===== config.mk =====
export PLATFORM = sky130hd
export DESIGN_NAME = bir_div
export DESIGN_NICKNAME = d
export VERILOG_FILES = /design/src/box_iou_ratio_defines.svh /design/src/bir_pkg.sv /design/src/bir_div.sv
export SDC_FILE = /design/constraint.sdc
export NUM_CORES = 2
export LEC_CHECK = 0
export BUFFER_PORTS_ARGS = -buffer_cell sky130_fd_sc_hd__buf_2
export CAP_MARGIN = 20
export CORE_UTILIZATION = 60
export CTS_CLUSTER_SIZE = 14
export DETAILED_ROUTE_END_ITERATION = 12
export HOLD_SLACK_MARGIN = 0.15
export PLACE_DENSITY = 0.85
export SLEW_MARGIN = 25
export SYNTH_ARGS = -nofsm -noshare
export SYNTH_HDL_FRONTEND = slang
export SYNTH_SLANG_ARGS = --single-unit

===== constraint.sdc =====
create_clock -name clk -period 6.1 [get_ports clk]
set_input_delay 0.61 -clock clk [delete_from_list [all_inputs] [get_ports clk]]
set_output_delay 0.61 -clock clk [all_outputs]
set_load 0.02 [all_outputs]

===== src/box_iou_ratio_defines.svh =====
// Assertion macros shared by the box overlap ratio block.
// Each macro expects a clock named clk and a synchronous reset named rst in scope.
`ifndef BOX_IOU_RATIO_DEFINES_SVH
`define BOX_IOU_RATIO_DEFINES_SVH

// Same-cycle implication, checked outside reset.
`define BIR_ASSERT_IMPL(name, ante, cons, msg) \
  name: assert property (@(posedge clk) disable iff (rst) (ante) |-> (cons)) \
    else $error(msg);

// Next-cycle implication, checked outside reset.
`define BIR_ASSERT_NEXT(name, ante, cons, msg) \
  name: assert property (@(posedge clk) disable iff (rst) (ante) |=> (cons)) \
    else $error(msg);

`endif


===== src/bir_pkg.sv =====
`timescale 1ns / 1ps
`default_nettype none
package bir_pkg;

  localparam int COORD_BITS   = 16;
  localparam int FRAC_BITS    = 16;

  // Doubled coordinates: 2*center +/- extent
  localparam int EDGE_BITS    = COORD_BITS + 2;
  localparam int EXT_BITS     = COORD_BITS + 1;
  localparam int PROD_BITS    = 2 * COORD_BITS;
  localparam int SUM_BITS     = PROD_BITS + 1;
  localparam int INTER_BITS   = 2 * EXT_BITS;
  localparam int UNION_BITS   = SUM_BITS + 2;
  localparam int RATIO_BITS   = FRAC_BITS + 1;
  localparam int DIV_STEPS    = FRAC_BITS + 1;

  localparam int FRONT_STAGES = 4;
  localparam int QUEUE_DEPTH  = 8;
  localparam int QPTR_BITS    = $clog2(QUEUE_DEPTH);
  localparam int QCNT_BITS    = $clog2(QUEUE_DEPTH + 1);
  localparam int CREDIT_BITS  = $clog2(QUEUE_DEPTH + FRONT_STAGES + 1);

  // Edges from start beat to result beat: front, queue write, queue pop, divider
  localparam int LATENCY      = FRONT_STAGES + DIV_STEPS + 2;

  localparam logic [RATIO_BITS-1:0] RATIO_ONE = {1'b1, {FRAC_BITS{1'b0}}};

  typedef struct packed {
    logic signed [COORD_BITS-1:0] box_a_center_x;
    logic signed [COORD_BITS-1:0] box_a_center_y;
    logic        [COORD_BITS-1:0] box_a_width;
    logic        [COORD_BITS-1:0] box_a_length;
    logic signed [COORD_BITS-1:0] box_b_center_x;
    logic signed [COORD_BITS-1:0] box_b_center_y;
    logic        [COORD_BITS-1:0] box_b_width;
    logic        [COORD_BITS-1:0] box_b_length;
  } box_pair_t;

  typedef struct packed {
    logic [RATIO_BITS-1:0] overlap_ratio;
    logic                  overlaps;
  } iou_result_t;

  typedef struct packed {
    logic [INTER_BITS-1:0] inter;
    logic [UNION_BITS-1:0] uni;
    logic                  overlaps;
  } div_job_t;

  typedef struct packed {
    logic                 empty;
    logic [QCNT_BITS-1:0] count;
  } queue_status_t;

endpackage
`default_nettype wire


===== src/bir_div.sv =====
`timescale 1ns / 1ps
`default_nettype none
module bir_div (
  input  wire logic              clk,
  input  wire logic              rst,
  input  wire logic              load,
  input  wire bir_pkg::div_job_t job,
  output logic                   done,
  output bir_pkg::iou_result_t   result
);
  import bir_pkg::*;

  // One quotient bit per stage, restoring division
  logic                  valid [DIV_STEPS+1];
  logic [UNION_BITS-1:0] rem   [DIV_STEPS+1];
  logic [UNION_BITS-1:0] den   [DIV_STEPS+1];
  logic [RATIO_BITS-1:0] quo   [DIV_STEPS+1];
  logic                  nz    [DIV_STEPS+1];

  logic [UNION_BITS:0]   trial    [DIV_STEPS];
  logic [UNION_BITS:0]   diff     [DIV_STEPS];
  logic                  ge       [DIV_STEPS];
  logic [UNION_BITS-1:0] rem_next [DIV_STEPS];

  always_comb begin
    for (int i = 0; i < DIV_STEPS; i++) begin
      // first step compares the numerator as is, the rest shift left first
      trial[i]    = (i == 0) ? {1'b0, rem[i]} : {rem[i], 1'b0};
      diff[i]     = trial[i] - {1'b0, den[i]};
      ge[i]       = (trial[i] >= {1'b0, den[i]});
      rem_next[i] = ge[i] ? diff[i][UNION_BITS-1:0] : trial[i][UNION_BITS-1:0];
    end
  end

  always_ff @(posedge clk) begin
    rem[0] <= {{(UNION_BITS-INTER_BITS){1'b0}}, job.inter};
    den[0] <= job.uni;
    quo[0] <= '0;
    nz[0]  <= job.overlaps;
    for (int i = 0; i < DIV_STEPS; i++) begin
      rem[i+1] <= rem_next[i];
      den[i+1] <= den[i];
      quo[i+1] <= {quo[i][RATIO_BITS-2:0], ge[i]};
      nz[i+1]  <= nz[i];
    end
  end

  always_ff @(posedge clk) begin
    if (rst) begin
      for (int i = 0; i <= DIV_STEPS; i++) begin
        valid[i] <= 1'b0;
      end
    end else begin
      valid[0] <= load;
      for (int i = 0; i < DIV_STEPS; i++) begin
        valid[i+1] <= valid[i];
      end
    end
  end

  // No intersection (including an empty union) reads as a ratio of zero
  assign done                 = valid[DIV_STEPS];
  assign result.overlap_ratio = nz[DIV_STEPS] ? quo[DIV_STEPS] : '0;
  assign result.overlaps      = nz[DIV_STEPS];

endmodule
`default_nettype wire


==> out/qor.yml <==
synthesis:
  synthSimpleGateAreaFrac_pct: 11.5
  synth_fa_ha_area_share_pct: 11.9
  syn_inst: 7221
  synth_fp_nets: 7903
  yosysUniqueCellTypes: 88
  synth_top_family_by_area: "compound AO/OA/AOI/OAI gates"
  ys_ff_latch: 1378
  async_flop_share_pct: 0
  syn-cell-area_sq_um: 65200
  ys_warn_count: 0
  synthMuxAreaShare_pct: 3.03
  synthXorXnorAreaFrac_pct: 6.73
  synth.avg_cell_area_sq_um: 9.04
  synth_edf_count: 0
  synth_compound_area_share_pct: 19.2
  synth-seq-area-share_pct: 42.3
  ys.flop_type: "dfxtp_1"
worst_setup_path:
  cp-end-kind: "flip-flop"
  crit_arrival_ps: 5020
  crit_type: "flip-flop to flip-flop"
  critical_path_required_ps: 6730
  rrSetupSlack_ps: 1720
  crit_fanout: 66
  cp_slowest_cell: "a221oi_1"
  startpoint_type: "flip-flop"
  path_cells: "inv_1, fa_1, a211oi_1, o21ai_0, a211oi_2, a31oi_1, a221oi_1, o21ai_1, a21oi_4, buf_4, mux2_2"
  crit_path_max_incr_delay_ps: 560
  cp_top_family: "compound AO/OA/AOI/OAI gates"
  path_buf_inv: 2
finish:
  syn_to_final_growth_pct: 11.3
  final_cell_mix: "dfxtp_1 (1378), inv_1 (711), a21oi_1 (691)"
  layout_commonest_cell: "dfxtp_1"
  drive_gt1_share_pct: 7.66
  insertedDiodeCount: 0
  fillers: 8293
  finalNonFillerCells: 8868
  nNetsFinal: 8040
clock_network:
  clk_pin_slew_ps: 60
  ctsLongestPathBuffers: 3
  cts-root-buf: "clkbuf_16"
  clock_latency_ps: 750
  htreeDepth: 4
  cts_tree: "done"
  cts_made_buffers: 144
  cts.sinks: 1378
  ctsResizeCount: 0
sta:
  clock_skew_ps: 18.1
  finalCritPeriodShare_pct: 71.8
  slew_headroom_pct: 23.8
  holdWs_ps: 259
  worstMarginPinSlew_ps: 1130
  slew_violations: 0
  setup_violations: 0
  rsz0062_at_grt: "no"
  tns_ps: 0
  hold_viol: 0
  period_needed_ps: 4380
  maxClockFrequency_ghz: 0.228
pwr:
  ir_drop_mv: 0.266
  switching_share_pct: 39.2
  power.density_nw_per_um2: 596
  power.internal_w: 0.0263
  seq_power_share_pct: 30.1
  p_leak_nw: 33.8
  power_w: 0.0432
  p_clk_share_pct: 20.9
  power_frac_comb_pct: 49.0
  net-switching-power_w: 0.0169
drt:
  postRouteAntennaNets: 0
  dr.pass1.iters: 6
  wl_per_cell_microns: 17.0
  drt_iter0_markers: 2534
  drc: 0
  wl_microns: 151000
  vias_per_cell: 5.67
  detailroute.via_count: 50313
placement:
  dp_cells: 8544
  place_congestion: 1.04
  dp_hpwl_microns: 116000
  port_buffers: 91
floorplanning:
  die_width_microns: 332
  boundaryPins: 92
  core_sq_um: 108000
  die_h_microns: 332
  fp-row-count: 120
  initial_core_util_pct: 60.7
  dieArea_sq_um: 110000
global_route:
  grt_pass1_wl_microns: 244000
  overflow: 0
  grt_use_total_pct: 27.0
  antenna_found_initial: 1
  grt_max_degree: 67
  first_global_vias: 51365
job:
  drv_cap: 0
worst_hold_path:
  hp-class: "primary input to flip-flop"
run_status:
  status: "complete, no violations"
-- registers in the layout (all words and copies together) (netlist names) --
name   count
den      595
rem      594
quo      153
nz        18
valid     18
-- cell usage after synthesis, drive strengths merged (102+ instances only) --
cell type,number,area [sq um]
o21ai,525,2640
nor2,454,1700
xnor2,280,2450
a21oi,695,3490
nand4,102,638
xor2,221,1940
clkbuf,142,533
dfxtp,1378,27600
a21o,277,2080
ha,593,7420
nand2,546,2050
inv,711,2670
mux2,164,1940
nand3,115,576
-- timing repair --
item	in CTS	in global routing
hold buffers	71	0
endpoints found under the hold margin	71	0
buffers inserted	0	0
-- kinds of logic (layout without fill, tap and decap cells) --
logic type      count (synthesis)  after routing
compound gates               2036           2036
xor+xnor                      501            501
fa+ha+maj                     609            609
buf+inv                       907           1151
flops                        1378           1378
mux                           167            167
simple gates                 1623           1623
-- power groups by stage --
stage | combinational [W] | clock [W] | sequential [W]
floorplan | 0.0165 | 0 | 0.0127
global placement | 0.0202 | 0 | 0.0131
detailed placement | 0.0206 | 0 | 0.0132
CTS | 0.0209 | 0.00921 | 0.0130
global route | 0.0234 | 0.00959 | 0.0133
finish | 0.0212 | 0.00903 | 0.0130
-- path summary, 6_finish.rpt --
path,start,endpoint,cells past startpoint
hold reg to reg,quo[4][0],quo[5][1],0
setup / recovery,den[8][0],rem[9][1],11
hold / removal,rst,valid[0][2],2
setup reg to reg,den[8][0],rem[9][1],11
-- metrics by stage --
step / setup slack, ps / area, sq um / util [%]
after floorplan: 2720 / 65200 / -
after global placement: 1820 / 66900 / 62.2
after detailed placement: 1740 / 66900 / 62.2
after CTS: 1720 / 72600 / 67.5
after global routing: 1520 / 72600 / 67.5
final: 1720 / 72600 / 67.5
-- area by class of cell --
cell class                      instances  area [sq um]  area share, %
Tap cell                             1403          1760           2.42
Sequential cell                      1378         27600           38.0
Inverter                              711          2670           3.68
Clock buffer                          192          4160           5.73
Multi-Input combinational cell       4936         34300           47.2
Clock inverter                         61           810           1.12
Timing Repair Buffer                  187          1370           1.88
-- routing by layer --
layer / vias up / part of all wire (%) / global-route usage [%]
li1: 25324 / - / -
met1: 23167 / 36 / 24.7
met2: 1252 / 54 / 54.0
met3: 570 / 2.9 / 3.16
met4: 0 / 7.6 / 19.6
met5: - / 0 / 0
Power figures use the tool's default switching activity.
