[config.mk]
export PLATFORM = sky130hd
export DESIGN_NAME = bir_front
export DESIGN_NICKNAME = d
export VERILOG_FILES = /design/src/box_iou_ratio_defines.svh /design/src/bir_pkg.sv /design/src/bir_front.sv
export SDC_FILE = /design/constraint.sdc
export NUM_CORES = 2
export LEC_CHECK = 0
export BUFFER_PORTS_ARGS = -buffer_cell sky130_fd_sc_hd__buf_2
export CAP_MARGIN = 20
export CORE_ASPECT_RATIO = 0.75
export CORE_MARGIN = 4
export CORE_UTILIZATION = 55
export DETAILED_ROUTE_END_ITERATION = 7
export MAX_ROUTING_LAYER = met4
export PLACE_DENSITY = 0.75
export REMOVE_ABC_BUFFERS = 1
export SLEW_MARGIN = 20
export SYNTH_ARGS = -nofsm -noshare
export SYNTH_HDL_FRONTEND = slang
export SYNTH_SLANG_ARGS = --single-unit
[constraint.sdc]
create_clock -name clk -period 7 [get_ports clk]
set_clock_uncertainty 0.1 [all_clocks]
set_input_delay 1.05 -clock clk [delete_from_list [all_inputs] [get_ports clk]]
set_output_delay 1.05 -clock clk [all_outputs]
set_load 0.02 [all_outputs]
[src/box_iou_ratio_defines.svh]
// Assertion macros shared by the box overlap ratio block.
// Each macro expects a clock named clk and a synchronous reset named rst in scope.
`ifndef BOX_IOU_RATIO_DEFINES_SVH
`define BOX_IOU_RATIO_DEFINES_SVH

// Same-cycle implication, checked outside reset.
`define BIR_ASSERT_IMPL(name, ante, cons, msg) \
  name: assert property (@(posedge clk) disable iff (rst) (ante) |-> (cons)) \
    else $error(msg);

// Next-cycle implication, checked outside reset.
`define BIR_ASSERT_NEXT(name, ante, cons, msg) \
  name: assert property (@(posedge clk) disable iff (rst) (ante) |=> (cons)) \
    else $error(msg);

`endif

[src/bir_pkg.sv]
`timescale 1ns / 1ps
`default_nettype none
package bir_pkg;

  localparam int COORD_BITS   = 16;
  localparam int FRAC_BITS    = 16;

  // Doubled coordinates: 2*center +/- extent
  localparam int EDGE_BITS    = COORD_BITS + 2;
  localparam int EXT_BITS     = COORD_BITS + 1;
  localparam int PROD_BITS    = 2 * COORD_BITS;
  localparam int SUM_BITS     = PROD_BITS + 1;
  localparam int INTER_BITS   = 2 * EXT_BITS;
  localparam int UNION_BITS   = SUM_BITS + 2;
  localparam int RATIO_BITS   = FRAC_BITS + 1;
  localparam int DIV_STEPS    = FRAC_BITS + 1;

  localparam int FRONT_STAGES = 4;
  localparam int QUEUE_DEPTH  = 8;
  localparam int QPTR_BITS    = $clog2(QUEUE_DEPTH);
  localparam int QCNT_BITS    = $clog2(QUEUE_DEPTH + 1);
  localparam int CREDIT_BITS  = $clog2(QUEUE_DEPTH + FRONT_STAGES + 1);

  // Edges from start beat to result beat: front, queue write, queue pop, divider
  localparam int LATENCY      = FRONT_STAGES + DIV_STEPS + 2;

  localparam logic [RATIO_BITS-1:0] RATIO_ONE = {1'b1, {FRAC_BITS{1'b0}}};

  typedef struct packed {
    logic signed [COORD_BITS-1:0] box_a_center_x;
    logic signed [COORD_BITS-1:0] box_a_center_y;
    logic        [COORD_BITS-1:0] box_a_width;
    logic        [COORD_BITS-1:0] box_a_length;
    logic signed [COORD_BITS-1:0] box_b_center_x;
    logic signed [COORD_BITS-1:0] box_b_center_y;
    logic        [COORD_BITS-1:0] box_b_width;
    logic        [COORD_BITS-1:0] box_b_length;
  } box_pair_t;

  typedef struct packed {
    logic [RATIO_BITS-1:0] overlap_ratio;
    logic                  overlaps;
  } iou_result_t;

  typedef struct packed {
    logic [INTER_BITS-1:0] inter;
    logic [UNION_BITS-1:0] uni;
    logic                  overlaps;
  } div_job_t;

  typedef struct packed {
    logic                 empty;
    logic [QCNT_BITS-1:0] count;
  } queue_status_t;

endpackage
`default_nettype wire

[src/bir_front.sv]
`timescale 1ns / 1ps
`default_nettype none
module bir_front (
  input  wire logic               clk,
  input  wire logic               rst,
  input  wire logic               accept,
  input  wire bir_pkg::box_pair_t boxes,
  output logic [bir_pkg::FRONT_STAGES-1:0] stage_valid,
  output logic                    job_valid,
  output bir_pkg::div_job_t       job
);
  import bir_pkg::*;

  function automatic logic signed [EDGE_BITS-1:0] lo_edge(
    input logic signed [COORD_BITS-1:0] c,
    input logic        [COORD_BITS-1:0] w
  );
    lo_edge = $signed({c[COORD_BITS-1], c, 1'b0}) - $signed({2'b00, w});
  endfunction

  function automatic logic signed [EDGE_BITS-1:0] hi_edge(
    input logic signed [COORD_BITS-1:0] c,
    input logic        [COORD_BITS-1:0] w
  );
    hi_edge = $signed({c[COORD_BITS-1], c, 1'b0}) + $signed({2'b00, w});
  endfunction

  // Overlap of two intervals, clamped at zero
  function automatic logic [EXT_BITS-1:0] axis_extent(
    input logic signed [EDGE_BITS-1:0] a_lo,
    input logic signed [EDGE_BITS-1:0] a_hi,
    input logic signed [EDGE_BITS-1:0] b_lo,
    input logic signed [EDGE_BITS-1:0] b_hi
  );
    logic signed [EDGE_BITS-1:0] lo;
    logic signed [EDGE_BITS-1:0] hi;
    logic signed [EDGE_BITS:0]   diff;
    lo   = (a_lo > b_lo) ? a_lo : b_lo;
    hi   = (a_hi < b_hi) ? a_hi : b_hi;
    diff = $signed({hi[EDGE_BITS-1], hi}) - $signed({lo[EDGE_BITS-1], lo});
    axis_extent = (diff > 0) ? diff[EXT_BITS-1:0] : '0;
  endfunction

  logic [FRONT_STAGES-1:0] valid;

  // stage 1: edges and box areas
  logic signed [EDGE_BITS-1:0] ax_lo, ax_hi, bx_lo, bx_hi;
  logic signed [EDGE_BITS-1:0] ay_lo, ay_hi, by_lo, by_hi;
  logic [PROD_BITS-1:0]        prod_a, prod_b;
  // stage 2: overlap extents and area sum
  logic [EXT_BITS-1:0]         dx, dy;
  logic [SUM_BITS-1:0]         area_sum;
  // stage 3: intersection
  logic [INTER_BITS-1:0]       inter;
  logic [SUM_BITS-1:0]         area_sum_d;
  // stage 4: union
  div_job_t                    job_reg;

  always_ff @(posedge clk) begin
    if (rst) begin
      valid <= '0;
    end else begin
      valid <= {valid[FRONT_STAGES-2:0], accept};
    end
  end

  always_ff @(posedge clk) begin
    ax_lo  <= lo_edge(boxes.box_a_center_x, boxes.box_a_width);
    ax_hi  <= hi_edge(boxes.box_a_center_x, boxes.box_a_width);
    bx_lo  <= lo_edge(boxes.box_b_center_x, boxes.box_b_width);
    bx_hi  <= hi_edge(boxes.box_b_center_x, boxes.box_b_width);
    ay_lo  <= lo_edge(boxes.box_a_center_y, boxes.box_a_length);
    ay_hi  <= hi_edge(boxes.box_a_center_y, boxes.box_a_length);
    by_lo  <= lo_edge(boxes.box_b_center_y, boxes.box_b_length);
    by_hi  <= hi_edge(boxes.box_b_center_y, boxes.box_b_length);
    prod_a <= boxes.box_a_width * boxes.box_a_length;
    prod_b <= boxes.box_b_width * boxes.box_b_length;

    dx       <= axis_extent(ax_lo, ax_hi, bx_lo, bx_hi);
    dy       <= axis_extent(ay_lo, ay_hi, by_lo, by_hi);
    area_sum <= {1'b0, prod_a} + {1'b0, prod_b};

    inter      <= dx * dy;
    area_sum_d <= area_sum;

    // Doubled units quadruple both areas; the intersection is already quadrupled
    job_reg.inter    <= inter;
    job_reg.uni      <= {area_sum_d, 2'b00} - {{(UNION_BITS-INTER_BITS){1'b0}}, inter};
    job_reg.overlaps <= (inter != '0);
  end

  assign stage_valid = valid;
  assign job_valid   = valid[FRONT_STAGES-1];
  assign job         = job_reg;

endmodule
`default_nettype wire

==> out/qor.txt <==
Primary FF master, synth: dfxtp_1
post-synth cell types: 81
H-tree Lvls: 2
Ys Warns: 0
drt drc: 0
most common cell in the synthesized netlist: inv_1
grt total ovfl: 0
Synth area leaders: fa_1 (26%), dfxtp_1 (17%), ha_1 (16%), inv_1 (7.7%), nand2_1 (4.3%)
Hold Crit Depth: 0
vias in the first global route: 37560
first-pass GRT wire length: 225900 µm
initial antenna violation count: 10
global placement routability congestion: 1.016
Gate Count Post-Synth: 5363
Num CTS Buffers: 44
largest net degree at the start of global routing: 29
die width: 346.8 µm
routed vias/inst: 5.578
ys async rst share: 0
io pins: 206
Post-synth top cells: inv_1 (973), fa_1 (623), ha_1 (607), nand2_1 (542), nor2_1 (428)
max-cap violations: 0
starting density of the core: 0.5588
initial drt markers: 3709
final worst path period share: 0.9519
Worst Path Arrival: 7.12 ns
pre-CTS setup slack: -0.1289 ns
Seq/Total Area, Yosys: 0.1738
Yosys top cell by area: fa_1
post-synth top area share: 0.2634
Die H: 262.1 µm
CORE AREA: 0.08472 mm²
gr usage total: 0.3335
Post-synth EDFFs: 0
FP Rows: 92
nets@finish: 7067
port bufs: 205
Clock Tree Root: clkbuf_16
setup ws final: 0.3369 ns
startpoint types: flop
status: finished clean
Syn Area/Cell: 8.828 µm²
Seq cells post-synth: 411
Least-Margin Pin Slew: 1.044 ns
Slew HR: 0.3019
layout cells sized above 1: 0.1047
endpoints failing hold: 0
# clock sinks: 411
unrepaired setup endpoints after global routing: no
CP max FO: 17
total wire length: 147200 µm
Vias: 38340
Clk pin slew, worst setup/hold paths: 0.07 ns
DIE AREA: 0.09089 mm²
Layout area overhead: 11.38%
Pre-antenna DRT Iters: 6
antenna-violating nets left: 0
DR WL/cell: 21.42 µm
post-DP HPWL: 127300 µm
Synth Cell Area: 0.04735 mm²
max reg flops: 69
clk_lat worst skew: 0.62 ns
Critical Path Sink Type: flop
clk buf depth: 3
fmax: 150.1 MHz
min Tclk post-route: 6.663 ns
FF-to-FF path depth: 22
CTS tree: done
Max Slew Vio Count: 0
kind of critical path: reg -> reg
Setup violations, final: 0
CP required: 7.46 ns
HP Class: reg -> reg
## placed cells by master (no fill, tap or decap), types with 23 or more instances in the layout
cell type / netlist / routed
inv_1: 973 / 973
buf_2: 5 / 205
o21a_1: 44 / 44
dfxtp_1: 411 / 406
o211ai_1: 25 / 25
a21o_1: 85 / 85
and3_1: 35 / 35
o21bai_1: 44 / 44
nand3_1: 60 / 60
or3_1: 39 / 39
fa_1: 623 / 623
clkbuf_16: 0 / 44
a211oi_1: 37 / 36
and2_1: 170 / 170
nand4_1: 23 / 23
o21ai_0: 125 / 125
nor3_1: 71 / 71
nor2b_1: 57 / 57
nand2b_1: 38 / 38
nor2_1: 428 / 428
mux2i_1: 36 / 36
xor2_1: 56 / 56
buf_4: 2 / 246
xnor2_1: 195 / 195
ha_1: 607 / 607
nand2_1: 542 / 542
a21oi_1: 206 / 206
## final timing paths
check	start	to	slack [ns]
hold / removal	area_sum[29]$_DFF_P_	area_sum_d[29]$_DFF_P_	0.22
hold reg to reg	area_sum[29]$_DFF_P_	area_sum_d[29]$_DFF_P_	0.22
setup reg to reg	dy[6]$_SDFF_PP0_	inter[33]$_DFF_P_	0.34
setup / recovery	dy[6]$_SDFF_PP0_	inter[33]$_DFF_P_	0.34
## metrics by stage
stage / hold WS (ns) / utilization / cells / TNS (ns) / area, µm²
after global routing: 0.2271 / 0.6224 / 6873 / 0 / 52730
after CTS: 0.2083 / 0.6222 / 6869 / 0 / 52720
after detailed placement: 0.2121 / 0.6035 / 6788 / -0.6229 / 51130
final: 0.2160 / 0.6224 / 6873 / 0 / 52730
after floorplan: 0.2096 / - / 5204 / 0 / 46730
after global placement: 0.2099 / 0.6035 / 6788 / -0.1693 / 51130
## worst max-delay path: stages, from the launching register on
cell,delay [ns]
dfxtp_1,0.75
and2_1,0.25
fa_1,0.43
inv_1,0.09
fa_1,0.44
fa_1,0.55
inv_1,0.06
fa_1,0.49
fa_1,0.49
inv_1,0.05
fa_1,0.47
inv_1,0.04
ha_1,0.35
nand2_1,0.09
a211oi_1,0.21
a21oi_1,0.16
o22ai_1,0.28
a21oi_1,0.15
a2111oi_1,0.46
buf_4,0.22
a41o_1,0.21
o41a_1,0.16
xnor2_1,0.11
## timing repair
item,in CTS,in global routing
setup endpoints to repair,0,3
gates resized for setup,0,5
hold buffers,0,0
hold endpoints to repair,0,0
setup buffers,0,0
## cells by family (layout without fill, tap and decap cells)
family          Yosys count  after routing  synth area share
flops                   411            411            0.1738
fa+ha+maj              1230           1230            0.4238
xor+xnor                251            251           0.04643
buf+inv                1156           1534           0.09194
compound gates          753            753            0.1066
mux                      55             55           0.01213
simple gates           1507           1507            0.1452
other cells               0              4                 0
## final cells by class
type | count | area [µm²]
multi-input cells | 3796 | 34780
clock buffers | 53 | 1205
fillers | 7346 | 31990
clock inverters | 28 | 380.4
flip-flops and latches | 411 | 8234
repair buffers | 456 | 2973
inverters | 997 | 3742
diodes | 4 | 10.01
well taps | 1128 | 1411
## metal layers
metal,share of wire,up-vias,routed length [µm],global-route usage
met3,0.11,217,15800,0.07327
li1,-,17760,-,-
met5,0,-,0,-
met1,0.46,18530,67510,0.4897
met4,0.033,0,4840,0.09552
met2,0.40,1837,59100,0.4612
Power is not shown: default switching activity piles up to over one toggle a cycle in this logic, so the estimate is an artifact.
