File: src/box_iou_ratio_defines.svh
// Assertion macros shared by the box overlap ratio block.
// Each macro expects a clock named clk and a synchronous reset named rst in scope.
`ifndef BOX_IOU_RATIO_DEFINES_SVH
`define BOX_IOU_RATIO_DEFINES_SVH

// Same-cycle implication, checked outside reset.
`define BIR_ASSERT_IMPL(name, ante, cons, msg) \
  name: assert property (@(posedge clk) disable iff (rst) (ante) |-> (cons)) \
    else $error(msg);

// Next-cycle implication, checked outside reset.
`define BIR_ASSERT_NEXT(name, ante, cons, msg) \
  name: assert property (@(posedge clk) disable iff (rst) (ante) |=> (cons)) \
    else $error(msg);

`endif

File: src/bir_pkg.sv
`timescale 1ns / 1ps
`default_nettype none
package bir_pkg;

  localparam int COORD_BITS   = 16;
  localparam int FRAC_BITS    = 16;

  // Doubled coordinates: 2*center +/- extent
  localparam int EDGE_BITS    = COORD_BITS + 2;
  localparam int EXT_BITS     = COORD_BITS + 1;
  localparam int PROD_BITS    = 2 * COORD_BITS;
  localparam int SUM_BITS     = PROD_BITS + 1;
  localparam int INTER_BITS   = 2 * EXT_BITS;
  localparam int UNION_BITS   = SUM_BITS + 2;
  localparam int RATIO_BITS   = FRAC_BITS + 1;
  localparam int DIV_STEPS    = FRAC_BITS + 1;

  localparam int FRONT_STAGES = 4;
  localparam int QUEUE_DEPTH  = 8;
  localparam int QPTR_BITS    = $clog2(QUEUE_DEPTH);
  localparam int QCNT_BITS    = $clog2(QUEUE_DEPTH + 1);
  localparam int CREDIT_BITS  = $clog2(QUEUE_DEPTH + FRONT_STAGES + 1);

  // Edges from start beat to result beat: front, queue write, queue pop, divider
  localparam int LATENCY      = FRONT_STAGES + DIV_STEPS + 2;

  localparam logic [RATIO_BITS-1:0] RATIO_ONE = {1'b1, {FRAC_BITS{1'b0}}};

  typedef struct packed {
    logic signed [COORD_BITS-1:0] box_a_center_x;
    logic signed [COORD_BITS-1:0] box_a_center_y;
    logic        [COORD_BITS-1:0] box_a_width;
    logic        [COORD_BITS-1:0] box_a_length;
    logic signed [COORD_BITS-1:0] box_b_center_x;
    logic signed [COORD_BITS-1:0] box_b_center_y;
    logic        [COORD_BITS-1:0] box_b_width;
    logic        [COORD_BITS-1:0] box_b_length;
  } box_pair_t;

  typedef struct packed {
    logic [RATIO_BITS-1:0] overlap_ratio;
    logic                  overlaps;
  } iou_result_t;

  typedef struct packed {
    logic [INTER_BITS-1:0] inter;
    logic [UNION_BITS-1:0] uni;
    logic                  overlaps;
  } div_job_t;

  typedef struct packed {
    logic                 empty;
    logic [QCNT_BITS-1:0] count;
  } queue_status_t;

endpackage
`default_nettype wire

File: src/bir_queue.sv
`timescale 1ns / 1ps
`default_nettype none
module bir_queue (
  input  wire logic                  clk,
  input  wire logic                  rst,
  input  wire logic                  push,
  input  wire bir_pkg::div_job_t     wr_data,
  input  wire logic                  pop,
  output bir_pkg::div_job_t          rd_data,
  output bir_pkg::queue_status_t     status
);
  import bir_pkg::*;

  div_job_t             entries [QUEUE_DEPTH];
  logic [QPTR_BITS-1:0] wr_ptr;
  logic [QPTR_BITS-1:0] rd_ptr;
  logic [QCNT_BITS-1:0] count;

  function automatic logic [QPTR_BITS-1:0] ptr_inc(input logic [QPTR_BITS-1:0] p);
    ptr_inc = (p == QPTR_BITS'(QUEUE_DEPTH - 1)) ? '0 : p + 1'b1;
  endfunction

  always_ff @(posedge clk) begin
    if (push) begin
      entries[wr_ptr] <= wr_data;
    end
  end

  always_ff @(posedge clk) begin
    if (rst) begin
      wr_ptr <= '0;
      rd_ptr <= '0;
      count  <= '0;
    end else begin
      if (push) begin
        wr_ptr <= ptr_inc(wr_ptr);
      end
      if (pop) begin
        rd_ptr <= ptr_inc(rd_ptr);
      end
      unique case ({push, pop})
        2'b10:   count <= count + 1'b1;
        2'b01:   count <= count - 1'b1;
        default: count <= count;
      endcase
    end
  end

  assign rd_data      = entries[rd_ptr];
  assign status.empty = (count == '0);
  assign status.count = count;

endmodule
`default_nettype wire

File: config.mk
export PLATFORM = sky130hd
export DESIGN_NAME = bir_queue
export DESIGN_NICKNAME = d
export VERILOG_FILES = /design/src/box_iou_ratio_defines.svh /design/src/bir_pkg.sv /design/src/bir_queue.sv
export SDC_FILE = /design/constraint.sdc
export NUM_CORES = 1
export LEC_CHECK = 0
export BUFFER_PORTS_ARGS = -buffer_cell sky130_fd_sc_hd__buf_2
export CORE_MARGIN = 10
export CORE_UTILIZATION = 35
export DETAILED_ROUTE_END_ITERATION = 12
export PLACE_DENSITY = 0.61
export SYNTH_ARGS = -nofsm -noshare
export SYNTH_HDL_FRONTEND = slang
export SYNTH_SLANG_ARGS = --single-unit
File: constraint.sdc
create_clock -name clk -period 16.4 [get_ports clk]
set_input_delay 2.46 -clock clk [delete_from_list [all_inputs] [get_ports clk]]
set_output_delay 2.46 -clock clk [all_outputs]
set_load 0.02 [all_outputs]
==> qor_table.md, run 1 <==
| Step | Item | This run |
|---|---|---|
| sta | Ratio of final minimum period to clock period | 38.1% |
| global routing | Maximum number of pins on one net before global-route repair | 67 |
| sta | Accumulated negative setup slack | 0 ns |
| logic synthesis | #FFs+latches synth | 573 |
| power and ir drop | Internal power | 2.57 mW |
| power and ir drop | Power per unit of standard cell area | 128 nW/µm² |
| worst setup path | Worst setup EP type | output pin |
| logic synthesis | Register area share after synthesis | 78.9% |
| worst setup path | Path depth of the worst reg2reg path | 4 |
| sta | Transition time at the pin with the least slew margin | 1.05 ns |
| sta | Worst clock skew | 0.0120 ns |
| place | Pre-CTS setup slack | 10.60 ns |
| clock network | Clock tree from TritonCTS | done |
| power and ir drop | Proportion of power drawn by the clock network | 42.5% |
| floorplan | Die extent in y | 269 µm |
| worst setup path | Biggest cell delay along the critical path | 0.86 ns |
| logic synthesis | Syn Inst Count | 883 |
| power and ir drop | Max VDD drop | 0.0753 mV |
| power and ir drop | Switch Pwr | 689 µW |
| power and ir drop | Sw Ratio | 21.1% |
| clock network | Number of buffers inserted to repair setup after CTS | 0 |
| finish | Ratio of cells with drive above 1 in the final layout | 43.3% |
| worst setup path | Worst Path Class, Setup | register to output pin |
| logic synthesis | Netlist area before placement | 21700 µm² |
| drt | Drt first-iter violations | 739 |
| drt | Drt total wl | 44100 µm |
| clock network | Worst-Skew Late Latency | 0.59 ns |
| finish | Non-Filler Cell Area, Final | 25400 µm² |
| drt | Routed length on met3 | 2510 µm |
| clock network | Number of hold buffers added after cts | 0 |
| outcome | Outcome | finished clean |
| drt | Total iterations of the first detailed-routing run | 4 |
| worst setup path | Setup crit start kind | register |
| global routing | All-Layer GR Usage | 12.3% |
| global routing | Via count of the first global-routing pass | 10700 |
| global routing | Wire length of the first global-routing pass | 66700 µm |
| power and ir drop | Total power of the final layout | 3.26 mW |
| finish | Post-layout instance count excluding filler cells | 1915 |
| drt | Drt wl/cell | 23.0 µm |
| global routing | Total congestion overflow after global routing | 0 |
| drt | Antenna Nets Post-Route | 0 |
| clock network | Clock root cell | sky130_fd_sc_hd__clkbuf_16 |
| floorplan | Area of the die | 72200 µm² |
| power and ir drop | Register share of total power | 50.6% |
| place | Routability-driven placement congestion ratio | 0.705 |
| logic synthesis | Syn_area_per_cell | 24.5 µm² |
| sta | Count of endpoints failing hold in the final timing report | 0 |
| finish | Final-stage net count | 1155 |
| drt | Met2 WL | 21200 µm |
| logic synthesis | Syn. warnings | 0 |
| worst setup path | Worst path most repeated cell | sky130_fd_sc_hd__buf_4 |
| floorplan | Starting density of the core | 35.2% |
| worst setup path | R2R Path End | entries[0][53] |
| place | Cell Area, Placed | 23400 µm² |
| logic synthesis | Number of distinct standard cells referenced by the synthesized netlist | 25 |
| worst setup path | Capturing instance or port of the critical path | rd_data[14] |
| clock network | Maximum clock insertion buffer count | 3 |
| drt | Topmost layer with routed signal wires | met5 |
| floorplan | I/O pin total | 149 |
| min path | Path type of the worst min-delay path | register to register |
| global routing | Antenna violations before repair | 8 |
| sta | Highest achievable clock rate | 160 MHz |
| drt | DRC violation count after routing | 0 |
| sta | Period minus WS final | 6.25 ns |
| sta | Worst path setup slack after routing | 10.15 ns |
| clock network | Cells resized by post-CTS repair | 0 |
| place | Port buffer count | 148 |
| flow run | Max_cap viols | 0 |
| clock network | Number of buffers created by CTS | 61 |
| worst setup path | Data arrival time of the worst path | 3.79 ns |
| sta | Number of endpoints failing setup at the final stage | 0 |
| worst setup path | R2r startpoint | wr_ptr[0] |
| clock network | Level count of the clock H-tree | 2 |
| place | Cell Count Post-Placement | 1801 |
| worst setup path | Standard cell with the maximum stage delay on the critical path | sky130_fd_sc_hd__buf_4 |
| worst setup path | List of cells traversed by the critical path | buf_4, buf_4, mux4_2, mux2_2, buf_2 |
| drt | Routed via count divided by cell count | 4.99 |
| floorplan | Standard-cell rows | 91 |
| sta | Max Slew Vio Count | 0 |
| clock network | Clock edge transition at the registers on the reported setup and hold paths | 0.06 ns |
| worst setup path | Setup slack on the worst flop-to-flop path | 13.92 ns |
| worst setup path | Required time at the endpoint of the critical path | 13.94 ns |
| power and ir drop | Proportion of power drawn by combinational gates | 6.9% |
| floorplan | Core region area | 61500 µm² |
| place | Hpwl dp | 23600 µm |
| finish | Synth-to-Final Area Change | 17.3% |
| sta | RSZ-0062 raised after global routing | false |
| power and ir drop | Leakage | 8.10 nW |
| clock network | Number of clock sinks | 573 |
| floorplan | Die span in x | 269 µm |
| drt | Via total after detailed routing | 9564 |
| drt | WL met1 | 19400 µm |
| worst setup path | Maximum net fanout on the critical path | 46 |
| logic synthesis | Net count of the mapped netlist | 964 |
| sta | Worst relative slew slack | 29.8% |
## per-stage QoR
stage | utilization (%) | hold slack, ns
after floorplan | - | 0.490
after global placement | 38.0 | 0.519
after detailed placement | 38.0 | 0.523
after CTS | 41.3 | 0.538
after global routing | 41.3 | 0.566
final | 41.3 | 0.533
## cell usage in the layout, fill, tap and decap left out, types with 9 or more instances in the layout
master / netlist / final
sky130_fd_sc_hd__edfxtp_1: 560 / 560
sky130_fd_sc_hd__buf_2: 14 / 148
sky130_fd_sc_hd__mux4_2: 140 / 140
sky130_fd_sc_hd__mux2_2: 71 / 71
sky130_fd_sc_hd__clkbuf_16: 0 / 61
sky130_fd_sc_hd__buf_4: 0 / 22
sky130_fd_sc_hd__clkinv_2: 0 / 14
sky130_fd_sc_hd__nor2_1: 17 / 11
sky130_fd_sc_hd__bufinv_16: 0 / 10
sky130_fd_sc_hd__dfxtp_1: 13 / 10
sky130_fd_sc_hd__clkinv_1: 0 / 9
## power by group through the flow
stage	Combinational, mW	Clock [mW]	Sequential (mW)
detailed placement	0.230	0	1.68
global placement	0.228	0	1.68
floorplan	0.149	0	1.68
finish	0.224	1.39	1.65
CTS	0.231	1.42	1.65
global route	0.244	1.48	1.65
## Yosys cell counts, drive strengths merged
cell type / count / area [µm²]
edfxtp: 560 / 16800
mux4: 140 / 3150
mux2: 72 / 811
buf: 27 / 201
nor2: 17 / 63.8
clkbuf: 15 / 56.3
dfxtp: 13 / 260
ha: 7 / 87.6
a21oi: 5 / 25.0
mux2i: 4 / 40.0
nand2: 4 / 15.0
nor3: 4 / 20.0
nand2b: 3 / 18.8
xor2: 3 / 26.3
inv: 2 / 7.51
a41oi: 1 / 8.76
nor2b: 1 / 6.26
nor4: 1 / 6.26
nor4b: 1 / 8.76
o21ai: 1 / 5.00
o41ai: 1 / 8.76
or3: 1 / 6.26
## critical path: cells and delay by family, from the launching register on
family                 cells  cell delay, ns
muxes                      2            0.88
buffers and inverters      3            1.76
DFF                        1            0.48
## layer usage
layer  global-route usage (%)  vias to the layer above
met4                     3.45                       14
met3                     3.30                       83
met1                     16.3                     5130
met5                        0                        -
met2                     19.9                      183
li1                         -                     4154
## area by class of cell
type / count / area, µm²
Antenna cell: 3 / 7.51
Clock buffer: 69 / 1560
Clock inverter: 42 / 485
Fill cell: 5363 / 36100
Inverter: 2 / 7.51
Multi-Input combinational cell: 266 / 4370
Sequential cell: 573 / 17100
Tap cell: 790 / 988
Timing Repair Buffer: 170 / 906
## flip-flops by register name, summed over array words and instances (netlist names), named ones only
signal	flops
rd_ptr	3
wr_ptr	3
count	4
entries	560
## kinds of logic after synthesis
family,share of synthesized area [%]
flops,78.9
mux,18.5
buf+inv,1.23
simple gates,0.670
compound gates,0.220
fa+ha+maj,0.404
xor+xnor,0.121
## worst min-delay path by stage
| stage | cells past startpoint | slack [ns] | to | from |
|---|---|---|---|---|
| floorplan | 2 | 0.49 | register | rd_ptr[1] |
| global placement | 2 | 0.52 | register | rd_ptr[1] |
| detailed placement | 2 | 0.52 | register | rd_ptr[1] |
| CTS | 2 | 0.54 | rd_ptr[1] | rd_ptr[1] |
| global route | 2 | 0.57 | wr_ptr[0] | wr_ptr[0] |
| finish | 2 | 0.53 | rd_ptr[1] | rd_ptr[1] |
Power figures use the tool's default switching activity.
==> run 2, diff against run 1 <==
ABC_AREA = 1   (was not set)
clock period = 5.8 ns   (was 16.4 ns; I/O delays follow)
==> run 2 against run 1 <==
Flip-flop and latch count stayed put. Worst hold slack got worse by 0.052 ns. Non-clock buffer count shrank 2. Clock power grew to 2.6 times the previous value. Wire length up 19%. Sequential share of layout area is 1.2 points lower. First-iteration DRC count is 24% higher. Critical path type unchanged. Critical endpoint is now rd_data[69]. Largest cell class unchanged. Highest routed layer unchanged.
==> qor_table.md, run 2 <==
| Step | Item | This run | Change |
|---|---|---|---|
| sta | Max Slew Vio Count | 0 | unchanged |
| worst setup path | Maximum net fanout on the critical path | 80 | +74% |
| worst setup path | Setup crit start kind | register |  |
| power and ir drop | Leakage | 8.89 nW | +9.7% |
| drt | Antenna Nets Post-Route | 0 | unchanged |
| global routing | Maximum number of pins on one net before global-route repair | 133 | +99% |
| logic synthesis | Commonest cells in the synthesized netlist | sky130_fd_sc_hd__edfxtp_1, sky130_fd_sc_hd__nor2_1, sky130_fd_sc_hd__o21ai_0, sky130_fd_sc_hd__nand2_1 |  |
| worst setup path | Required time at the endpoint of the critical path | 4.93 ns | -9.01 ns |
| floorplan | Core region area | 63200 µm² | +2.8% |
| power and ir drop | Power per unit of standard cell area | 357 nW/µm² | +180% |
| sta | Number of endpoints failing setup at the final stage | 0 | unchanged |
| finish | Flip-flop count of the largest register, all copies and words added | 560 | unchanged |
| worst setup path | Data arrival time of the worst path | 3.39 ns | -0.40 ns |
| global routing | Via count of the first global-routing pass | 13500 | +27% |
| place | Port buffer count | 148 | unchanged |
| worst setup path | Setup slack on the worst flop-to-flop path | 3.30 ns | -10.62 ns |
| drt | Drt wl/cell | 19.5 µm | -15% |
| power and ir drop | Proportion of power drawn by combinational gates | 9.1% | +2.2 points |
| logic synthesis | Arithmetic-cell share of the synthesized area counting full adders, half adders and majority gates | 0.391% | -0.014 points |
| finish | Layout Utilization | 40.9% | -0.39 points |
| drt | Total iterations of the first detailed-routing run | 4 | unchanged |
| drt | Via total after detailed routing | 13300 | +39% |
| clock network | Worst-Skew Late Latency | 0.60 ns | about the same |
| logic synthesis | Top cells by area in the synthesized netlist | sky130_fd_sc_hd__edfxtp_1, sky130_fd_sc_hd__o21ai_0, sky130_fd_sc_hd__nor2_1 |  |
| floorplan | Die extent in y | 273 µm | +1.6% |
| logic synthesis | EDFF count, synth | 560 | unchanged |
| place | Cell Area, Placed | 24000 µm² | +2.6% |
| min path | Path type of the worst min-delay path | register to register |  |
| clock network | Clock tree from TritonCTS | done |  |
| worst setup path | Path depth of the worst reg2reg path | 3 | -1 |
| power and ir drop | Max VDD drop | 0.235 mV | +210% |
| outcome | Outcome | finished clean |  |
| sta | Highest achievable clock rate | 235 MHz |  |
| logic synthesis | XOR/XNOR Fraction of Synth Area | 0.117% | -0.0041 points |
| finish | Biggest registers after layout | entries: 560 flops, count: 4 flops |  |
| finish | Register with the highest flop count | entries |  |
| sta | Count of endpoints failing hold in the final timing report | 0 | unchanged |
| floorplan | Die span in x | 273 µm | +1.6% |
| power and ir drop | Register share of total power | 51.1% | +0.5 points |
| worst setup path | R2R Path End | entries[3][0] |  |
| finish | Register Area | 17100 µm² | unchanged |
| finish | Highest-count cells in the layout ignoring fill and taps | sky130_fd_sc_hd__edfxtp_1, sky130_fd_sc_hd__nor2_1, sky130_fd_sc_hd__o21ai_0 |  |
| power and ir drop | Sw Ratio | 23.7% | +2.6 points |
| clock network | Clock root cell | sky130_fd_sc_hd__clkbuf_16 |  |
| global routing | All-Layer GR Usage | 13.8% | +1.5 points |
| sta | Transition time at the pin with the least slew margin | 1.18 ns | +0.125 ns |
| worst setup path | Capturing instance or port of the critical path | rd_data[69] |  |
| sta | Period minus WS final | 4.26 ns |  |
| sta | RSZ-0062 raised after global routing | false |  |
| floorplan | Starting density of the core | 35.4% | +0.23 points |
| logic synthesis | Syn_area_per_cell | 13.5 µm² | -45% |
| drt | Drt first-iter violations | 914 | +24% |
| worst setup path | Worst setup EP type | output pin |  |
| drt | DRC violation count after routing | 0 | unchanged |
| logic synthesis | Number of distinct standard cells referenced by the synthesized netlist | 26 | +4.0% |
| worst setup path | R2r startpoint | wr_ptr[0] |  |
| logic synthesis | Multiplexer share of the synthesized area | 3.13% | -15 points |
| sta | Accumulated negative setup slack | 0 ns | unchanged |
| power and ir drop | Internal power | 7.05 mW | +170% |
| power and ir drop | Switch Pwr | 2.19 mW | +220% |
| clock network | Number of clock sinks | 573 | unchanged |
| global routing | Antenna violations before repair | 10 | +2 |
| clock network | Maximum clock insertion buffer count | 3 | unchanged |
| finish | Ratio of cells with drive above 1 in the final layout | 14.6% | -29 points |
| floorplan | Standard-cell rows | 92 | +1.1% |
| finish | Leading cell type in the layout, fill and taps excluded | sky130_fd_sc_hd__edfxtp_1 |  |
| logic synthesis | Simple-gate area share of the yosys netlist | 8.90% | +8.2 points |
| finish | Area of the multi-input gates | 4780 µm² | +9.5% |
| clock network | Level count of the clock H-tree | 2 | unchanged |
| logic synthesis | Net count of the mapped netlist | 1741 | +81% |
| logic synthesis | Syn Inst Count | 1660 | +88% |
| power and ir drop | Total power of the final layout | 9.24 mW | +180% |
| drt | Drt total wl | 52500 µm | +19% |
| finish | Non-Filler Cell Area, Final | 25900 µm² | +1.8% |
| logic synthesis | Syn. warnings | 0 | unchanged |
| finish | Synth-to-Final Area Change | 15.5% |  |
| power and ir drop | Proportion of power drawn by the clock network | 39.8% | -2.7 points |
| clock network | Number of buffers inserted to repair setup after CTS | 0 | unchanged |
| floorplan | I/O pin total | 149 | unchanged |
| logic synthesis | Netlist area before placement | 22400 µm² | +3.5% |
| place | Routability-driven placement congestion ratio | 0.708 | +0.41% |
| flow run | Max_cap viols | 0 | unchanged |
| logic synthesis | Area fraction in compound gates after synthesis | 8.53% | +8.3 points |
| finish | Count of filler cells inserted in the layout | 5752 | +7.3% |
| clock network | Number of buffers created by CTS | 61 | unchanged |
| logic synthesis | Share of async-settable or async-resettable flops after synthesis | 0% | unchanged |
| clock network | Clock edge transition at the registers on the reported setup and hold paths | 0.06 ns | about the same |
| global routing | Total congestion overflow after global routing | 0 | unchanged |
| logic synthesis | Synth area leader | sky130_fd_sc_hd__edfxtp_1 |  |
| logic synthesis | Fraction of synthesized cell area taken by the top area cell type | 75.1% | -2.6 points |
| logic synthesis | Main combinational cell family by area after synthesis | simple AND/OR/NAND/NOR gates |  |
| floorplan | Area of the die | 74500 µm² | +3.2% |
| logic synthesis | #FFs+latches synth | 573 | unchanged |
| logic synthesis | Synth Flop Type | sky130_fd_sc_hd__edfxtp_1 |  |
| logic synthesis | Most frequently used cell type in the post-synthesis netlist | sky130_fd_sc_hd__edfxtp_1 |  |
| sta | Worst relative slew slack | 21.4% | -8.3 points |
| finish | Final-stage net count | 1872 | +62% |
| sta | Ratio of final minimum period to clock period | 73.5% |  |
| sta | Worst clock skew | 0.0157 ns | +0.00364 ns |
| place | Hpwl dp | 26500 µm | +12% |
| worst setup path | Worst Path Class, Setup | register to output pin |  |
| clock network | Number of hold buffers added after cts | 0 | unchanged |
| clock network | Cells resized by post-CTS repair | 0 | unchanged |
| logic synthesis | Register area share after synthesis | 76.2% | -2.6 points |
| global routing | Wire length of the first global-routing pass | 79700 µm | +20% |
| drt | Routed via count divided by cell count | 4.95 | -0.83% |
[run 2: power groups by stage]
stage / combinational, mW / sequential [mW] / clock (mW)
2_1_floorplan: 0.551 / 4.79 / 0
3_3_place_gp: 0.838 / 4.80 / 0
3_5_place_dp: 0.856 / 4.81 / 0
4_1_cts: 0.860 / 4.72 / 3.78
5_1_grt: 0.940 / 4.73 / 3.95
6_report: 0.843 / 4.72 / 3.68
[run 2: critical path, cell delays in order (launching register included)]
cell and delay [ns]:
sky130_fd_sc_hd__dfxtp_4 0.88, sky130_fd_sc_hd__buf_4 0.84, sky130_fd_sc_hd__nor2_1 0.12, sky130_fd_sc_hd__nor2_1 0.11
sky130_fd_sc_hd__o21ai_0 0.09, sky130_fd_sc_hd__o21ai_1 0.12, sky130_fd_sc_hd__nand2_1 0.07, sky130_fd_sc_hd__nand2_1 0.18
sky130_fd_sc_hd__buf_2 0.19
[run 2: metrics by stage]
step	worst slack, ns	hold WS, ns	instances
6_report	1.54	0.480	2688
4_1_cts	1.47	0.488	2682
5_1_grt	1.24	0.500	2685
3_3_place_gp	2.09	0.468	2574
2_1_floorplan	1.09	0.454	1660
3_5_place_dp	2.14	0.476	2574
[run 2: layout make-up]
type                    instances  area share (%)
diodes                          6          0.0580
clock buffers                  69            6.02
clock inverters                39            1.27
inverters                      15           0.237
multi-input cells             972            18.5
flip-flops and latches        573            66.1
well taps                     846            4.09
repair buffers                168            3.78
[run 2: kinds of logic after synthesis]
kind of cell / after synthesis
xor gates and xnor gates: 3
and+or+nand+nor: 528
muxes: 70
adders and majority gates: 7
DFF: 573
buffers and inverters: 115
AOI/OAI and AO/OA: 364
[run 2: how the worst min path moves through the flow]
stage,start,end,slack (ns),cells after the start
after floorplan,rd_ptr[0],register,0.45,1
after global placement,rd_ptr[1],register,0.47,2
after detailed placement,rd_ptr[1],register,0.48,2
after CTS,wr_data[52],entries[5][52],0.49,1
after global routing,wr_data[52],entries[4][52],0.50,1
final,rd_ptr[1],register,0.48,2
[run 2: per-layer routing]
layer | up-vias | share of wire [%] | track usage [%]
met2 | 262 | 48 | 23.0
met3 | 90 | 5.4 | 3.00
met1 | 6642 | 44 | 17.9
li1 | 6309 | - | -
met4 | 10 | 2.3 | 3.88
met5 | - | 0.11 | 0
==> run 3, diff against run 2 <==
clock period = 4.1 ns   (was 5.8 ns; I/O delays follow)
==> run 3 against run 2 <==
Clock power up 44%. Critical endpoint is now rd_data[44]. Sequential share of layout area down 0.31 points. Flip-flop and latch count unchanged. First-iteration DRC count up 9.1%. Clock skew down 0.0014 ns. Largest power group unchanged. Power up 43%. Critical path type unchanged. Combinational power up 45%. Final cell count up 0.26%.
==> qor_table.md, run 3 (synthesis gave the netlist of run 2 again) <==
| Step | Item | This run | Change |
|---|---|---|---|
| power and ir drop | Register share of total power | 50.6% | -0.5 points |
| worst setup path | Setup slack on the worst flop-to-flop path | 1.87 ns | -1.43 ns |
| place | Port buffer count | 148 | unchanged |
| sta | Transition time at the pin with the least slew margin | 1.41 ns | +0.229 ns |
| floorplan | Area of the die | 74500 µm² | unchanged |
| floorplan | Starting density of the core | 35.4% | unchanged |
| finish | Flip-flop count of the largest register, all copies and words added | 560 | unchanged |
| min path | Path type of the worst min-delay path | input pin to register |  |
| place | Pre-CTS setup slack | 1.46 ns | -0.683 ns |
| drt | Drt total wl | 51800 µm | -1.3% |
| worst setup path | Required time at the endpoint of the critical path | 3.48 ns | -1.45 ns |
| floorplan | I/O pin total | 149 | unchanged |
| finish | Biggest registers after layout | entries: 560 flops, count: 4 flops |  |
| power and ir drop | Sw Ratio | 23.3% | -0.44 points |
| min path | Capture endpoint of the worst hold path | entries[1][23] |  |
| worst setup path | Biggest cell delay along the critical path | 0.44 ns | -0.44 ns |
| min path | Number of cells on the worst hold path | 1 | -1 |
| power and ir drop | Proportion of power drawn by the clock network | 40.2% | +0.4 points |
| drt | Drt wl/cell | 19.2 µm | -1.6% |
| global routing | Via count of the first global-routing pass | 13600 | +0.77% |
| finish | Count of filler cells inserted in the layout | 5769 | +0.30% |
| worst setup path | Worst path most repeated cell | sky130_fd_sc_hd__nand2_1 |  |
| drt | Drt first-iter violations | 997 | +9.1% |
| place | Routability-driven placement congestion ratio | 0.715 | +0.95% |
| outcome | Outcome | finished clean |  |
| sta | Max Slew Vio Count | 0 | unchanged |
| power and ir drop | Internal power | 10.1 mW | +43% |
| worst setup path | Standard cell with the maximum stage delay on the critical path | sky130_fd_sc_hd__buf_12 |  |
| clock network | Clock edge transition at the registers on the reported setup and hold paths | 0.06 ns | about the same |
| worst setup path | Data arrival time of the worst path | 2.84 ns | -0.55 ns |
| global routing | Wire length of the first global-routing pass | 80200 µm | +0.52% |
| finish | Leading cell type in the layout, fill and taps excluded | sky130_fd_sc_hd__edfxtp_1 |  |
| place | Hpwl dp | 27200 µm | +2.6% |
| clock network | Worst-Skew Late Latency | 0.61 ns | about the same |
| power and ir drop | Switch Pwr | 3.06 mW | +40% |
| global routing | Total congestion overflow after global routing | 0 | unchanged |
| clock network | Number of buffers inserted to repair setup after CTS | 0 | unchanged |
| finish | Synth-to-Final Area Change | 16.0% |  |
| sta | Number of endpoints failing setup at the final stage | 0 | unchanged |
| sta | Worst relative slew slack | 6.19% | -15 points |
| min path | Worst min-delay path startpoint | wr_data[23] |  |
| power and ir drop | Power per unit of standard cell area | 507 nW/µm² | +42% |
| sta | Period minus WS final | 3.45 ns |  |
| drt | Total iterations of the first detailed-routing run | 5 | +1 |
| finish | Area of the multi-input gates | 4780 µm² | unchanged |
| global routing | All-Layer GR Usage | 13.8% | -0.029 points |
| floorplan | Die extent in y | 273 µm | unchanged |
| sta | Accumulated negative setup slack | 0 ns | unchanged |
| floorplan | Core region area | 63200 µm² | unchanged |
| worst setup path | Maximum net fanout on the critical path | 200 | +150% |
| drt | Antenna Nets Post-Route | 0 | unchanged |
| global routing | Maximum number of pins on one net before global-route repair | 201 | +51% |
| power and ir drop | Max VDD drop | 0.291 mV | +24% |
| clock network | Clock root cell | sky130_fd_sc_hd__clkbuf_16 |  |
| worst setup path | Crit-path leading delay family | buffers and inverters |  |
| sta | Ratio of final minimum period to clock period | 84.2% |  |
| worst setup path | List of cells traversed by the critical path | buf_12, o21ai_0, o22ai_1, nand2_1, nand2_1, buf_2 |  |
| worst setup path | Worst setup EP type | output pin |  |
| sta | RSZ-0062 raised after global routing | false |  |
| clock network | Cells resized by post-CTS repair | 0 | unchanged |
| finish | Register with the highest flop count | entries |  |
| power and ir drop | Proportion of power drawn by combinational gates | 9.3% | +0.2 points |
| worst setup path | Critical path buffer and inverter count | 2 | unchanged |
| finish | Ratio of cells with drive above 1 in the final layout | 15.0% | +0.45 points |
| sta | Worst clock skew | 0.0143 ns | -0.00141 ns |
| drt | Via total after detailed routing | 13400 | +1.0% |
| clock network | Number of hold buffers added after cts | 0 | unchanged |
| drt | DRC violation count after routing | 0 | unchanged |
| floorplan | Die span in x | 273 µm | unchanged |
| global routing | Antenna violations before repair | 10 | unchanged |
| power and ir drop | Leakage | 8.97 nW | +0.90% |
| worst setup path | R2r startpoint | wr_ptr[0] |  |
| finish | Register Area | 17100 µm² | unchanged |
| sta | Worst Hold Slack | 0.276 ns | -0.205 ns |
| worst setup path | R2R Path End | entries[1][11] |  |
| worst setup path | Path depth of the worst reg2reg path | 3 | unchanged |
| clock network | Number of buffers created by CTS | 59 | -3.3% |
| sta | Count of endpoints failing hold in the final timing report | 0 | unchanged |
| floorplan | Standard-cell rows | 92 | unchanged |
| finish | Highest-count cells in the layout ignoring fill and taps | sky130_fd_sc_hd__edfxtp_1, sky130_fd_sc_hd__nor2_1, sky130_fd_sc_hd__o21ai_0 |  |
| worst setup path | Setup crit start kind | register |  |
| clock network | Clock tree from TritonCTS | done |  |
| sta | Highest achievable clock rate | 290 MHz |  |
| sta | Worst path setup slack after routing | 0.648 ns | -0.891 ns |
| finish | Final-stage net count | 1881 | +0.48% |
| drt | Routed via count divided by cell count | 4.99 | +0.74% |
| clock network | Number of clock sinks | 573 | unchanged |
| clock network | Level count of the clock H-tree | 2 | unchanged |
| worst setup path | Worst Path Class, Setup | register to output pin |  |
| clock network | Maximum clock insertion buffer count | 3 | unchanged |
| flow run | Max_cap viols | 0 | unchanged |
-- run 3: worst max path at each step --
stage,startpoint,endpoint,slack [ns],cells after the start
5_1_grt,register,rd_data[6],0.58,8
3_3_place_gp,register,rd_data[16],1.42,8
6_report,register,rd_data[44],0.65,6
4_1_cts,register,rd_data[44],0.79,6
3_5_place_dp,register,rd_data[19],1.46,8
2_1_floorplan,push,entries[0][0],-0.35,3
-- run 3: routing by layer --
metal	routed length, µm	GRT usage, %	vias to the layer above	part of all wire, %
met5	100	0	-	0.19
met4	985	3.47	16	1.9
met3	2760	3.14	86	5.3
met2	25100	23.0	287	49
met1	22800	17.8	6737	44
li1	-	-	6321	-
-- run 3: through the flow --
stage / util, % / std cells / instance area, µm² / total power, mW
after floorplan: - / 1660 / 22400 / 7.55
after global placement: 38.1 / 2585 / 24100 / 7.99
after detailed placement: 38.1 / 2585 / 24100 / 8.02
after CTS: 41.1 / 2694 / 26000 / 13.3
after global routing: 41.1 / 2695 / 26000 / 13.7
final: 41.1 / 2695 / 26000 / 13.2
-- run 3: area by class of cell --
class                   instances  area share [%]
clock inverters                38            1.39
repair buffers                179            4.13
diodes                          1         0.00963
flip-flops and latches        573            65.8
well taps                     846            4.07
inverters                      15           0.236
multi-input cells             972            18.4
clock buffers                  71            6.02
-- run 3: power by group through the flow --
stage	Clock, mW	Sequential, mW	Combinational (mW)
after CTS	5.43	6.66	1.24
after floorplan	0	6.77	0.781
after global routing	5.69	6.67	1.36
after detailed placement	0	6.78	1.24
final	5.29	6.66	1.22
after global placement	0	6.77	1.22
